$ cat src/sv/scope_trigger_column_raster_macros.svh
// Assertion macros for the scope trigger column raster block.
`ifndef SCOPE_TRIGGER_COLUMN_RASTER_MACROS_SVH
`define SCOPE_TRIGGER_COLUMN_RASTER_MACROS_SVH

`ifndef SYNTHESIS

// Same-cycle implication, checked out of reset.
`define SCR_ASSERT_IMP(name, ante, cons, msg) \
  name: assert property (@(posedge clk) disable iff (!rst_n) (ante) |-> (cons)) \
    else $error(msg);

// Next-cycle implication, checked out of reset.
`define SCR_ASSERT_NXT(name, ante, cons, msg) \
  name: assert property (@(posedge clk) disable iff (!rst_n) (ante) |=> (cons)) \
    else $error(msg);

`else

`define SCR_ASSERT_IMP(name, ante, cons, msg)
`define SCR_ASSERT_NXT(name, ante, cons, msg)

`endif

`endif

$ cat src/sv/scr_pkg.sv
// Shared types and constants for the scope trigger column raster block.
package scr_pkg;

  localparam int SAMPLE_W  = 12;
  localparam int LEVEL_W   = 12;
  localparam int HYST_W    = 8;
  localparam int COL_W     = 7;
  localparam int NUM_ROWS  = 48;
  localparam int ROW_W     = 6;
  localparam int MASK_W    = NUM_ROWS;
  localparam int LOOKAHEAD = 2;
  localparam int RUN_MAX   = LOOKAHEAD + 1;
  localparam int CNT_W     = $clog2(RUN_MAX + 1);

  // Row = sample / 86 via reciprocal: ceil(2^21 / 86) = 24386, exact for 12-bit samples
  localparam int RECIP_W   = 15;
  localparam int ROW_RECIP = 24386;
  localparam int ROW_SHIFT = 21;
  localparam int PROD_W    = SAMPLE_W + RECIP_W;

  localparam int QUEUE_DEPTH = 4;

  // Config register indexes
  localparam int CFG_IDX_W = 2;
  localparam logic [CFG_IDX_W-1:0] REG_TRIGGER_LEVEL      = 2'd0;
  localparam logic [CFG_IDX_W-1:0] REG_TRIGGER_HYSTERESIS = 2'd1;

  localparam logic [LEVEL_W-1:0] LEVEL_RESET = 12'd2047;
  localparam logic [HYST_W-1:0]  HYST_RESET  = 8'd1;

  // One queued job: the columns caused by one input item
  typedef struct packed {
    logic [RUN_MAX-1:0][SAMPLE_W-1:0] vals;
    logic [CNT_W-1:0]                 cnt;
    logic [COL_W-1:0]                 col0;
    logic                             first;  // vals[0] is column 0 of the frame
    logic                             done;   // last column in job ends the frame
  } scr_job_t;

endpackage

$ cat src/sv/scr_front.sv
// Front end: config registers, frame tracking, trigger search, job building.
module scr_front #(
  parameter int FRAME_LEN   = 256,
  parameter int NUM_COLUMNS = 128,
  parameter int SEARCH_LEN  = 125
) (
  input  logic                              clk,
  input  logic                              rst_n,
  input  logic                              cfg_valid,
  output logic                              cfg_ready,
  input  logic [scr_pkg::CFG_IDX_W-1:0]     cfg_index,
  input  logic [scr_pkg::LEVEL_W-1:0]       cfg_data,
  input  logic                              in_valid,
  output logic                              in_ready,
  input  logic [scr_pkg::SAMPLE_W-1:0]      in_sample,
  output logic                              job_valid,
  input  logic                              job_ready,
  output scr_pkg::scr_job_t                 job
);

  localparam int LA = scr_pkg::LOOKAHEAD;
  localparam int FW = $clog2(FRAME_LEN);
  localparam int CW = $clog2(NUM_COLUMNS + 1);
  localparam int KW = $clog2(FRAME_LEN + SEARCH_LEN + LA + 1);

  logic [scr_pkg::LEVEL_W-1:0]  level_r, level_nxt;
  logic [scr_pkg::HYST_W-1:0]   hyst_r, hyst_nxt;
  logic [FW-1:0]                idx_r, idx_nxt;
  logic [LA-1:0][scr_pkg::SAMPLE_W-1:0] rec_r, rec_nxt;
  logic                         tf_r, tf_nxt;
  logic [CW-1:0]                nc_r, nc_nxt;

  logic [KW-1:0]                k_ext;
  logic                         in_win, runout, hit, settle;
  logic signed [13:0]           lower, upper;
  logic [scr_pkg::CNT_W-1:0]    raw_cnt, n;
  logic [CW-1:0]                avail;
  logic [scr_pkg::RUN_MAX-1:0][scr_pkg::SAMPLE_W-1:0] vals;
  logic                         accept;

  assign cfg_ready = 1'b1;
  assign in_ready  = job_ready;
  assign accept    = in_valid && in_ready;

  assign k_ext  = KW'(idx_r);
  assign in_win = (k_ext >= KW'(LA)) && (k_ext < KW'(SEARCH_LEN + LA));
  assign runout = (k_ext == KW'(SEARCH_LEN + LA - 1));
  assign lower  = $signed({2'b00, level_r}) - $signed({6'b000000, hyst_r});
  assign upper  = $signed({2'b00, level_r}) + $signed({6'b000000, hyst_r});
  assign hit    = ($signed({2'b00, rec_r[0]}) > lower) &&
                  ($signed({2'b00, in_sample}) <= upper);
  assign settle = !tf_r && in_win && (hit || runout);

  // Candidate columns for this item
  always_comb begin
    vals    = '0;
    raw_cnt = '0;
    if (tf_r) begin
      vals[0] = in_sample;
      raw_cnt = scr_pkg::CNT_W'(1);
    end else if (in_win && hit) begin
      for (int j = 0; j < LA; j++) begin
        vals[j] = rec_r[j];
      end
      vals[LA] = in_sample;
      raw_cnt  = scr_pkg::CNT_W'(LA + 1);
    end else if (in_win && runout) begin
      for (int j = 0; j < LA - 1; j++) begin
        vals[j] = rec_r[j + 1];
      end
      vals[LA-1] = in_sample;
      raw_cnt    = scr_pkg::CNT_W'(LA);
    end
  end

  // Clip to the columns still open in this frame
  assign avail = CW'(NUM_COLUMNS) - nc_r;
  assign n = (32'(raw_cnt) > 32'(avail)) ? scr_pkg::CNT_W'(avail) : raw_cnt;

  assign job_valid  = accept && (n != '0);
  assign job.vals   = vals;
  assign job.cnt    = n;
  assign job.col0   = scr_pkg::COL_W'(nc_r);
  assign job.first  = (nc_r == '0);
  assign job.done   = ((32'(nc_r) + 32'(n)) == NUM_COLUMNS);

  always_comb begin
    level_nxt = level_r;
    hyst_nxt  = hyst_r;
    if (cfg_valid && cfg_ready) begin
      case (cfg_index)
        scr_pkg::REG_TRIGGER_LEVEL:      level_nxt = cfg_data;
        scr_pkg::REG_TRIGGER_HYSTERESIS: hyst_nxt  = cfg_data[scr_pkg::HYST_W-1:0];
        default: ;
      endcase
    end
  end

  always_comb begin
    idx_nxt = idx_r;
    rec_nxt = rec_r;
    tf_nxt  = tf_r;
    nc_nxt  = nc_r;
    if (accept) begin
      for (int j = 0; j < LA - 1; j++) begin
        rec_nxt[j] = rec_r[j + 1];
      end
      rec_nxt[LA-1] = in_sample;
      idx_nxt = idx_r + FW'(1);
      if (settle) begin
        tf_nxt = 1'b1;
      end
      nc_nxt = nc_r + CW'(n);
      if (32'(idx_r) == FRAME_LEN - 1) begin
        idx_nxt = '0;
        rec_nxt = '0;
        tf_nxt  = 1'b0;
        nc_nxt  = '0;
      end
    end
  end

  always_ff @(posedge clk) begin
    if (!rst_n) begin
      level_r <= scr_pkg::LEVEL_RESET;
      hyst_r  <= scr_pkg::HYST_RESET;
      idx_r   <= '0;
      rec_r   <= '0;
      tf_r    <= 1'b0;
      nc_r    <= '0;
    end else begin
      level_r <= level_nxt;
      hyst_r  <= hyst_nxt;
      idx_r   <= idx_nxt;
      rec_r   <= rec_nxt;
      tf_r    <= tf_nxt;
      nc_r    <= nc_nxt;
    end
  end

endmodule

$ cat src/sv/scr_queue.sv
// Small job queue between front and back ends.
module scr_queue (
  input  logic              clk,
  input  logic              rst_n,
  input  logic              push,
  output logic              push_ready,
  input  scr_pkg::scr_job_t push_job,
  output logic              pop_valid,
  input  logic              pop,
  output scr_pkg::scr_job_t pop_job
);

  localparam int DEPTH = scr_pkg::QUEUE_DEPTH;
  localparam int PW    = $clog2(DEPTH);

  scr_pkg::scr_job_t   slots_r [DEPTH];
  logic [PW-1:0]       wr_r, wr_nxt, rd_r, rd_nxt;
  logic [PW:0]         cnt_r, cnt_nxt;
  logic                do_push, do_pop;

  assign push_ready = (cnt_r != (PW+1)'(DEPTH));
  assign pop_valid  = (cnt_r != '0);
  assign pop_job    = slots_r[rd_r];
  assign do_push    = push && push_ready;
  assign do_pop     = pop && pop_valid;

  always_comb begin
    wr_nxt  = do_push ? wr_r + PW'(1) : wr_r;
    rd_nxt  = do_pop ? rd_r + PW'(1) : rd_r;
    cnt_nxt = cnt_r;
    if (do_push && !do_pop) begin
      cnt_nxt = cnt_r + (PW+1)'(1);
    end else if (!do_push && do_pop) begin
      cnt_nxt = cnt_r - (PW+1)'(1);
    end
  end

  always_ff @(posedge clk) begin
    if (do_push) begin
      slots_r[wr_r] <= push_job;
    end
  end

  always_ff @(posedge clk) begin
    if (!rst_n) begin
      wr_r  <= '0;
      rd_r  <= '0;
      cnt_r <= '0;
    end else begin
      wr_r  <= wr_nxt;
      rd_r  <= rd_nxt;
      cnt_r <= cnt_nxt;
    end
  end

endmodule

$ cat src/sv/scr_back.sv
// Back end: unpacks jobs into columns, scales to rows, builds pixel masks.
module scr_back (
  input  logic                           clk,
  input  logic                           rst_n,
  input  logic                           job_valid,
  output logic                           job_pop,
  input  scr_pkg::scr_job_t              job,
  output logic                           out_valid,
  input  logic                           out_ready,
  output logic [scr_pkg::COL_W-1:0]      out_column,
  output logic [scr_pkg::MASK_W-1:0]     out_column_mask,
  output logic                           out_last_of_run,
  output logic                           out_frame_done
);

  localparam int NR = scr_pkg::NUM_ROWS;
  localparam int RW = scr_pkg::ROW_W;

  function automatic logic [scr_pkg::MASK_W-1:0] make_mask(
    input logic [RW-1:0] p,
    input logic [RW-1:0] c
  );
    logic [scr_pkg::MASK_W-1:0] m;
    int hi, lo;
    m  = '0;
    hi = (p > c) ? int'(p) : int'(c);
    lo = (p > c) ? int'(c) : int'(p);
    for (int b = 0; b < NR; b++) begin
      if (p == c) begin
        m[b] = (c == '0) ? (b == NR - 1) : (b == NR - hi);
      end else begin
        m[b] = (b >= NR - hi) && (b <= NR - 1 - lo);
      end
    end
    return m;
  endfunction

  logic [scr_pkg::CNT_W-1:0]   sub_r, sub_nxt;
  logic                        take, sub_last;
  logic [scr_pkg::SAMPLE_W-1:0] val;

  // stage A: product registered
  logic                        a_valid_r, a_valid_nxt;
  logic [scr_pkg::PROD_W-1:0]  a_prod_r;
  logic [scr_pkg::COL_W-1:0]   a_col_r;
  logic                        a_first_r, a_last_r, a_done_r;
  logic                        a_ready;

  // stage B: output register
  logic                        out_valid_r, out_valid_nxt;
  logic [scr_pkg::COL_W-1:0]   out_column_r;
  logic [scr_pkg::MASK_W-1:0]  out_column_mask_r;
  logic                        out_last_of_run_r, out_frame_done_r;
  logic                        b_ready, b_load;
  logic [RW-1:0]               prev_row_r, row_raw, row, p_row;

  assign b_ready  = !out_valid_r || out_ready;
  assign a_ready  = !a_valid_r || b_ready;
  assign take     = a_ready && job_valid;
  assign sub_last = (sub_r == job.cnt - scr_pkg::CNT_W'(1));
  assign job_pop  = take && sub_last;
  assign val      = job.vals[sub_r];
  assign b_load   = a_valid_r && b_ready;

  assign sub_nxt     = job_pop ? '0 : (take ? sub_r + scr_pkg::CNT_W'(1) : sub_r);
  assign a_valid_nxt = take ? 1'b1 : (b_ready ? 1'b0 : a_valid_r);

  always_ff @(posedge clk) begin
    if (take) begin
      a_prod_r  <= scr_pkg::PROD_W'(val) * scr_pkg::PROD_W'(scr_pkg::ROW_RECIP);
      a_col_r   <= job.col0 + scr_pkg::COL_W'(sub_r);
      a_first_r <= job.first && (sub_r == '0);
      a_last_r  <= sub_last;
      a_done_r  <= job.done && sub_last;
    end
  end

  assign row_raw = a_prod_r[scr_pkg::ROW_SHIFT +: RW];
  assign row     = (32'(row_raw) > NR - 1) ? RW'(NR - 1) : row_raw;
  assign p_row   = a_first_r ? row : prev_row_r;

  assign out_valid_nxt = b_load ? 1'b1 : (out_ready ? 1'b0 : out_valid_r);

  always_ff @(posedge clk) begin
    if (b_load) begin
      out_column_r      <= a_col_r;
      out_column_mask_r <= make_mask(p_row, row);
      out_last_of_run_r <= a_last_r;
      out_frame_done_r  <= a_done_r;
      prev_row_r        <= row;
    end
  end

  always_ff @(posedge clk) begin
    if (!rst_n) begin
      sub_r       <= '0;
      a_valid_r   <= 1'b0;
      out_valid_r <= 1'b0;
    end else begin
      sub_r       <= sub_nxt;
      a_valid_r   <= a_valid_nxt;
      out_valid_r <= out_valid_nxt;
    end
  end

  assign out_valid       = out_valid_r;
  assign out_column      = out_column_r;
  assign out_column_mask = out_column_mask_r;
  assign out_last_of_run = out_last_of_run_r;
  assign out_frame_done  = out_frame_done_r;

endmodule

$ cat src/sv/scope_trigger_column_raster.sv
// Top level of the scope trigger column raster block.
//
//   channel  dir  handshake            payload
//   cfg      in   cfg_valid/cfg_ready  cfg_index[1:0], cfg_data[11:0]
//   in       in   in_valid/in_ready    in_sample[11:0]
//   out      out  out_valid/out_ready  out_column, out_column_mask, out_last_of_run,
//                                      out_frame_done
//
// One input item per clock is accepted while the job queue has room.
// The back end emits one column per clock while out_ready is high; an item
// that resolves the trigger makes up to three columns, which the four-entry
// job queue absorbs. A column passes through the job queue, stage A and the
// output register before it is on the output.
// Reset is synchronous: level 2047, hysteresis 1, frame state cleared.
// A stall on out_ready backs up through the back end into the queue and then
// holds in_ready low; cfg writes are taken in any cycle.
`include "scope_trigger_column_raster_macros.svh"

module scope_trigger_column_raster #(
  parameter int FRAME_LEN   = 256,
  parameter int NUM_COLUMNS = 128,
  parameter int SEARCH_LEN  = 125
) (
  input  logic                           clk,
  input  logic                           rst_n,
  input  logic                           cfg_valid,
  output logic                           cfg_ready,
  input  logic [scr_pkg::CFG_IDX_W-1:0]  cfg_index,
  input  logic [scr_pkg::LEVEL_W-1:0]    cfg_data,
  input  logic                           in_valid,
  output logic                           in_ready,
  input  logic [scr_pkg::SAMPLE_W-1:0]   in_sample,
  output logic                           out_valid,
  input  logic                           out_ready,
  output logic [scr_pkg::COL_W-1:0]      out_column,
  output logic [scr_pkg::MASK_W-1:0]     out_column_mask,
  output logic                           out_last_of_run,
  output logic                           out_frame_done
);

  // front -> queue
  logic              push, push_ready;
  scr_pkg::scr_job_t push_job;
  // queue -> back
  logic              q_valid, q_pop;
  scr_pkg::scr_job_t q_job;

  // Front: trigger search and job build
  scr_front #(
    .FRAME_LEN   (FRAME_LEN),
    .NUM_COLUMNS (NUM_COLUMNS),
    .SEARCH_LEN  (SEARCH_LEN)
  ) u_front (
    .clk       (clk),
    .rst_n     (rst_n),
    .cfg_valid (cfg_valid),
    .cfg_ready (cfg_ready),
    .cfg_index (cfg_index),
    .cfg_data  (cfg_data),
    .in_valid  (in_valid),
    .in_ready  (in_ready),
    .in_sample (in_sample),
    .job_valid (push),
    .job_ready (push_ready),
    .job       (push_job)
  );

  scr_queue u_queue (
    .clk        (clk),
    .rst_n      (rst_n),
    .push       (push),
    .push_ready (push_ready),
    .push_job   (push_job),
    .pop_valid  (q_valid),
    .pop        (q_pop),
    .pop_job    (q_job)
  );

  // Back: row scaling and mask drawing
  scr_back u_back (
    .clk             (clk),
    .rst_n           (rst_n),
    .job_valid       (q_valid),
    .job_pop         (q_pop),
    .job             (q_job),
    .out_valid       (out_valid),
    .out_ready       (out_ready),
    .out_column      (out_column),
    .out_column_mask (out_column_mask),
    .out_last_of_run (out_last_of_run),
    .out_frame_done  (out_frame_done)
  );

  // A column mask always has at least one lit pixel
  `SCR_ASSERT_IMP(a_mask_nonzero, out_valid, out_column_mask != '0, "empty column mask")
  // The frame's last column ends its item's run
  `SCR_ASSERT_IMP(a_done_last, out_valid && out_frame_done, out_last_of_run, "frame_done not last")
  // Column 0 joins to itself: exactly one pixel
  `SCR_ASSERT_IMP(a_col0_onehot, out_valid && out_column == '0 && NUM_COLUMNS <= 128,
    $onehot(out_column_mask), "column 0 mask not one pixel")

endmodule

$ cat config.mk
export PLATFORM = sky130hd
export DESIGN_NAME = scope_trigger_column_raster
export DESIGN_NICKNAME = d
export VERILOG_FILES = /design/src/sv/scr_pkg.sv /design/src/sv/scr_front.sv /design/src/sv/scr_queue.sv /design/src/sv/scr_back.sv /design/src/sv/scope_trigger_column_raster.sv
export VERILOG_INCLUDE_DIRS = /design/src /design/src/sv
export SDC_FILE = /design/constraint.sdc
export NUM_CORES = 1
export LEC_CHECK = 0
export BUFFER_PORTS_ARGS = -buffer_cell sky130_fd_sc_hd__buf_2
export CAP_MARGIN = 20
export CORE_MARGIN = 1.5
export CORE_UTILIZATION = 45
export CTS_CLUSTER_DIAMETER = 40
export DETAILED_ROUTE_END_ITERATION = 8
export PLACE_DENSITY_LB_ADDON = 0.3
export SLEW_MARGIN = 10
export SYNTH_ARGS = -nofsm -noshare
export SYNTH_HDL_FRONTEND = slang
export SYNTH_SLANG_ARGS = --single-unit
export TNS_END_PERCENT = 30
$ cat constraint.sdc
create_clock -name clk -period 17.68 [get_ports clk]
set_clock_uncertainty 0.2 [all_clocks]
set_input_delay 0 -clock clk [delete_from_list [all_inputs] [get_ports clk]]
set_output_delay 0 -clock clk [all_outputs]
set_load 0.005 [all_outputs]
==> results of run 1 <==
## critical path, stage by stage, from the launching register on
cell and delay (ns):
dfxtp_1 0.36, inv_1 0.11, ha_1 0.31, nand2b_1 0.14, a21oi_1 0.19, o21bai_1 0.08, a21oi_1 0.21, o21bai_1 0.12
a2111oi_0 0.59, or3_1 0.22, xnor2_1 0.12, ha_1 0.25, and3_1 0.14, nand3_1 0.09, a21oi_1 0.05, a2111oi_0 0.40
o311a_1 0.22, buf_4 0.41, o21a_1 0.24, ha_1 0.25, a2111o_1 0.50, a21oi_1 0.35, ha_1 0.24, inv_1 0.06
fa_1 0.42, and3b_1 0.34, a31oi_1 0.11, nor3_1 0.36
## layout by cell type (no fill, tap or decap), drive strengths merged, types with 8 or more instances in the layout
cell,instances
edfxtp,267
ha,141
nand2,135
inv,120
buf,113
nor2,92
a21oi,85
dfxtp,74
dlygate4sd3,65
clkbuf,53
o21ai,52
fa,48
a31oi,47
nor2b,47
mux4,45
nand3,42
mux2i,38
xnor2,36
a22oi,31
nor3,29
nand3b,26
and3,26
clkinv,22
and2,21
a21o,19
o22ai,18
nand4,17
o21a,13
nand2b,12
o31ai,12
or3,11
xor2,11
nor4,10
o211ai,9
a41oi,9
a211oi,8
a311oi,8
## stage by stage
| stage | cell area (sq um) | setup WS [ns] | instances | hold slack [ns] |
|---|---|---|---|---|
| floorplan | 20300 | 10.55 | 1773 | -0.0760 |
| global route | 23600 | 9.53 | 2524 | 0.0550 |
| detailed placement | 21200 | 10.43 | 2368 | 0.0220 |
| CTS | 23600 | 10.43 | 2524 | 0.00432 |
| global placement | 21200 | 10.60 | 2368 | 0.0135 |
| finish | 23600 | 10.31 | 2524 | 0.0318 |
## synthesized netlist by cell type, types with 5 or more instances
cell and instances:
xor2_1 11, a21boi_0 5, clkbuf_8 9, o21a_1 13, and3_1 25, a2111oi_0 5
a21o_1 13, o31ai_1 11, buf_2 5, xnor2_1 36, nor4_1 9, nand3_1 42
mux2i_1 36, clkbuf_1 82, buf_1 8, nor2_1 91, and4_1 6, inv_1 110
dfxtp_1 74, nand2_1 134, o22ai_1 18, a21oi_1 82, a41oi_1 9, mux4_2 45
a22oi_1 31, nor3_1 29, nand3b_1 26, a311oi_1 8, edfxtp_1 267, a31oi_1 47
o21ai_0 51, ha_1 141, fa_1 48, and2_1 21, nand4_1 17, o32ai_1 5
nor2b_1 47, a211oi_1 8, o2111ai_1 5, or3_1 11, o211ai_1 9, mux2_2 7
nand2b_1 12
## worst max-delay path by stage
stage | start | end
2_1_floorplan | flip-flop | u_back.a_prod_r[26]
3_3_place_gp | flip-flop | u_back.a_prod_r[26]
3_5_place_dp | flip-flop | u_back.a_prod_r[26]
4_1_cts | flip-flop | u_back.a_prod_r[26]
5_1_grt | u_front.hyst_r[1] | u_queue.slots_r[2][0]
6_report | u_front.hyst_r[1] | u_queue.slots_r[2][0]
## report_power, final
part,switching (mW),internal (mW)
registers,0.0259,0.970
logic,1.44,0.912
clock network,0.384,0.623
## logic make-up after synthesis
kind of cell	after synthesis	share of synthesized area, %
and+or+nand+nor	493	12.5
AOI/OAI and AO/OA	386	13.1
DFF	341	46.8
buffers and inverters	226	4.85
adders and majority gates	189	13.4
muxes	90	7.33
xor gates and xnor gates	47	2.03
other	1	0.0185
## sequential cells by signal, indices dropped and copies added, names as in the netlist, named ones only
signal / cells
u_queue.slots_r: 188
u_back.out_column_mask: 48
u_front.rec_r: 24
u_front.level_r: 12
u_front.hyst_r: 8
u_front.idx_r: 8
u_front.nc_r: 8
u_back.a_col_r: 7
u_back.out_column: 7
u_back.a_prod_r: 6
u_back.prev_row_r: 6
u_queue.cnt_r: 3
u_back.sub_r: 2
u_queue.rd_r: 2
u_queue.wr_r: 2
u_back.a_done_r: 1
u_back.a_first_r: 1
u_back.a_last_r: 1
u_back.a_valid_r: 1
u_back.out_frame_done: 1
u_back.out_last_of_run: 1
u_back.out_valid: 1
u_front.tf_r: 1
## cell type report
cell class | instances | area [sq um] | area share [%]
Multi-Input combinational cell | 1206 | 9880 | 41.9
Sequential cell | 341 | 9500 | 40.3
Timing Repair Buffer | 178 | 1280 | 5.41
Clock buffer | 53 | 1240 | 5.26
Tap cell | 592 | 741 | 3.14
Clock inverter | 38 | 488 | 2.07
Inverter | 116 | 444 | 1.88
## metal layers
| metal | track usage, % | up-vias | share of wire (%) |
|---|---|---|---|
| li1 | - | 6895 | - |
| met1 | 27.0 | 7152 | 41 |
| met2 | 37.9 | 502 | 49 |
| met3 | 3.23 | 115 | 5.5 |
| met4 | 10.2 | 0 | 4.2 |
| met5 | 0 | - | 0 |
==> results.yml, run 1 <==
cts:
  clk_latency_ns: 0.59
  cts_tree: "built"
  clk_path_buf_depth: 3
  cts_setup_buffers: 0
  cts-buffers-inserted: 49
  htreeDepth: 2
  cts.root.buffer_cell: "clkbuf_16"
  hold_buffers: 65
  clk_pin_slew_ns: 0.06
  post_cts_resized: 0
  cts.sinks: 341
route:
  viasPerCell: 5.81
  drc_errors: 0
  vias: 14664
  drtAntennaViolNets: 0
  wl_per_cell_microns: 20.3
  finalWirelength_mm: 51.1
  dr.pass1.iters: 7
  drt-initial-drc-count: 1054
timing:
  period_share_pct: 41.7
  worst_pin_slew_ns: 1.08
  slew_violations: 0
  fmax_mhz: 136
  max_slew_margin_pct: 26.3
  grt_setup_unrepaired: "no"
  fin_crit_ns: 7.37
  setup_viol: 0
  finalHoldViolCount: 0
  fin_setup_tns_ns: 0
global_route:
  overflow: 0
  grt_use_total_pct: 21.9
  grt_pass1_vias: 14631
  grt_max_degree: 73
  grt_pass1_wl_mm: 80.2
  antenna_found_initial: 0
hold_path:
  min-delay-start: "cfg_valid"
  min_to: "u_front.hyst_r[4]"
  hold_path_class: "in -> reg"
  hold_depth: 4
placed_design:
  gp_congestion: 0.947
  port_buffers: 89
  dp_hpwl_mm: 35.3
power_and_ir_drop:
  total_power_mw: 4.36
  p_leak_nw: 9.04
  vdd_drop_max_mv: 0.144
  power.density_nw_per_um2: 185
final_layout:
  antenna_cells: 0
  final_core_util_pct: 53.1
  drive_gt1_share_pct: 15.4
  area_growth_pct: 16.1
  fillerInstances: 3788
  nNetsFinal: 2112
setup_path:
  cp-start-kind: "flip-flop"
  r2r-start: "u_front.hyst_r[1]"
  critical_path_class: "reg -> reg"
  cp.required_ns: 17.84
  r2r_setup_slack_ns: 10.31
  reg2reg_depth: 27
  rr_endpoint: "u_queue.slots_r[2][0]"
  crit_fanout: 64
  worstSetupEndpointType: "flip-flop"
  crit_arrival_ns: 7.53
floorplan:
  die_w_microns: 215
  top_level_ports: 91
  die_area_sq_um: 46400
  die_y_microns: 215
  start_util_pct: 45.7
  num_rows: 77
  core_area_sq_um: 44400
logic_synthesis:
  syn_area_sq_um: 20300
  synth_top_area_share_pct: 39.5
  synth_edf_count: 267
  ys_ff_latch: 341
  ys_types: 97
  async_flop_share_pct: 0
  syn_avg_cell_area_sq_um: 11.5
  yosysSeqAreaShare_pct: 46.8
  synthCells: 1773
  syn_nets: 1993
  synth_top_area_cell: "edfxtp_1"
  ys_warn_count: 0
  synth_flop_cell: "edfxtp_1"
  synth.top_cells.by_area: "edfxtp_1 39%, ha_1 8.7%, dfxtp_1 7.3%"
flow_run:
  drv_cap: 0
outcome:
  status: "completed"
Power figures use the tool's default switching activity.
==> run 2, diff against run 1 <==
==> constraint.sdc (replaced) <==
create_clock -name clk -period 7.4 [get_ports clk]
set_clock_uncertainty 0.2 [all_clocks]
set_input_delay 0 -clock clk [delete_from_list [all_inputs] [get_ports clk]]
set_output_delay 0 -clock clk [all_outputs]
set_load 0.005 [all_outputs]
==> results.yml, run 2 (synthesis results as in run 1) <==
outcome:
  status: "completed"
final_layout:
  layout_commonest_cell: "edfxtp_1"
  largest_reg_flops: 188
  layout.cells.most_common_list: "267 x edfxtp_1, 141 x ha_1, 134 x nand2_1"
  antenna_cells: 0
  drive_gt1_share_pct: 16.7
  area_growth_pct: 17.2
  nNetsFinal: 2135
  fillerInstances: 3756
  top_register: "u_queue.slots_r"
  fin_cells: 2551
  final_area_sq_um: 23800
  final_core_util_pct: 53.6
global_route:
  grt_pass1_wl_mm: 82.5
  antenna_found_initial: 0
  grt_pass1_vias: 15018
  grt_use_total_pct: 22.5
  overflow: 0
  grt_max_degree: 73
power_and_ir_drop:
  switchingPower_mw: 4.55
  internal-power_mw: 5.95
  vdd_drop_max_mv: 0.323
  swShare_pct: 43.3
  power.density_nw_per_um2: 441
  p_leak_nw: 9.17
  p_clk_share_pct: 22.8
  p_seq_share_pct: 22.5
  total_power_mw: 10.5
  comb_power_share_pct: 54.7
setup_path:
  critical_path_class: "reg -> reg"
  cpPeakStageDelay_ns: 0.57
  slowest_stage: "fa_1"
  cp.required_ns: 7.53
  cp-start-kind: "flip-flop"
  crit_fanout: 20
  crit_arrival_ns: 6.99
  crit_chain: "buf_12 > mux4_2 > mux2i_1 > o22ai_1 > fa_1 > ha_1 > fa_1 > inv_1 > fa_1 > inv_1 > fa_1 > ha_1 > a21o_1 > a21oi_1 > a21oi_1 > and3_1 > a2111o_1 > o31ai_1 > o21bai_1 > xnor2_1"
  worstSetupEndpointType: "flip-flop"
  cpMostUsedCell: "fa_1"
cts:
  cts-buffers-inserted: 52
  htreeDepth: 2
  clk_pin_slew_ns: 0.06
  cts.root.buffer_cell: "clkbuf_16"
  clk_latency_ns: 0.59
  cts_tree: "built"
  cts_setup_buffers: 0
  clk_path_buf_depth: 3
  cts.sinks: 341
floorplan:
  top_level_ports: 91
  die_y_microns: 215
  num_rows: 77
  core_area_sq_um: 44400
  die_area_sq_um: 46400
  start_util_pct: 45.7
  die_w_microns: 215
placed_design:
  gp_congestion: 0.986
  post_dp_cell_area_sq_um: 21300
  dp_hpwl_mm: 36.3
  dp_cells: 2385
  port_buffers: 89
route:
  dr.pass1.iters: 7
  drtAntennaViolNets: 0
  drt-initial-drc-count: 1051
  drc_errors: 0
  finalWirelength_mm: 52.1
  vias: 14864
  wl_per_cell_microns: 20.4
  viasPerCell: 5.83
timing:
  worst_pin_slew_ns: 1.05
  fin_setup_tns_ns: 0
  slew_violations: 0
  period_share_pct: 92.8
  grt_setup_unrepaired: "no"
  max_slew_margin_pct: 28.4
  fmax_mhz: 146
  setup_viol: 0
  fin_crit_ns: 6.86
  finalHoldViolCount: 0
flow_run:
  drv_cap: 0
hold_path:
  hold_path_class: "in -> reg"
[run 2: changes by cell type in the layout (fill, tap and decap cells not counted), sizes merged]
cell / delta
buf: +18
dlygate4sd3: +2
inv: +12
clkinv: -2
bufinv: -6
clkbuf: +4
clkinvlp: -1
[run 2: cell type report]
cell class	instances	area, sq um	area share (%)
well taps	592	741	3.11
multi-input cells	1206	9900	41.6
flip-flops and latches	341	9500	39.9
clock buffers	57	1340	5.64
inverters	116	444	1.87
repair buffers	198	1470	6.17
clock inverters	41	404	1.70
[run 2: critical path: cells and delay by family (launching register included)]
kind	cells	cell delay, ns
buffers and inverters	3	0.37
XOR/XNOR	1	0.13
multiplexers	2	0.70
AND/OR/NAND/NOR	1	0.21
AO/OA/AOI/OAI	7	1.78
adder cells (fa/ha/maj)	6	2.66
flip-flops	1	0.54
[run 2: metrics by stage]
step	setup slack [ns]	hold slack, ns
floorplan	0.269	-0.0760
global placement	0.593	0.0112
detailed placement	0.374	0.0143
CTS	0.269	0.0133
global route	0.0335	0.0906
finish	0.535	0.0578
[run 2: per-layer routing]
metal | up-vias | global-route usage [%] | wire, microns
met2 | 475 | 39.2 | 25800
met1 | 7335 | 28.0 | 21700
met3 | 116 | 3.00 | 2800
li1 | 6938 | - | -
met5 | - | 0 | 0
met4 | 0 | 9.58 | 1840
[run 2: what timing repair did]
action,in CTS,in global routing
gates resized for setup,0,6
hold endpoints to repair,188,0
hold buffers,67,0
setup endpoints to repair,0,36
[run 2: path summary, 6_finish.rpt]
kind	from	endpoint	cells past startpoint	slack, ns
max	flip-flop	u_back.a_prod_r[26]	20	0.54
min	cfg_data[7]	u_front.hyst_r[7]	4	0.06
max reg2reg	flip-flop	u_back.a_prod_r[26]	20	0.54
min reg2reg	u_back.a_done_r	u_back.out_frame_done	0	0.21
[run 2: power by group through the flow]
stage | sequential [mW] | combinational [mW] | clock [mW]
6_report | 2.37 | 5.74 | 2.39
2_1_floorplan | 2.40 | 4.06 | 0
4_1_cts | 2.37 | 5.72 | 2.44
3_3_place_gp | 2.41 | 5.56 | 0
3_5_place_dp | 2.41 | 5.64 | 0
5_1_grt | 2.38 | 6.37 | 2.52
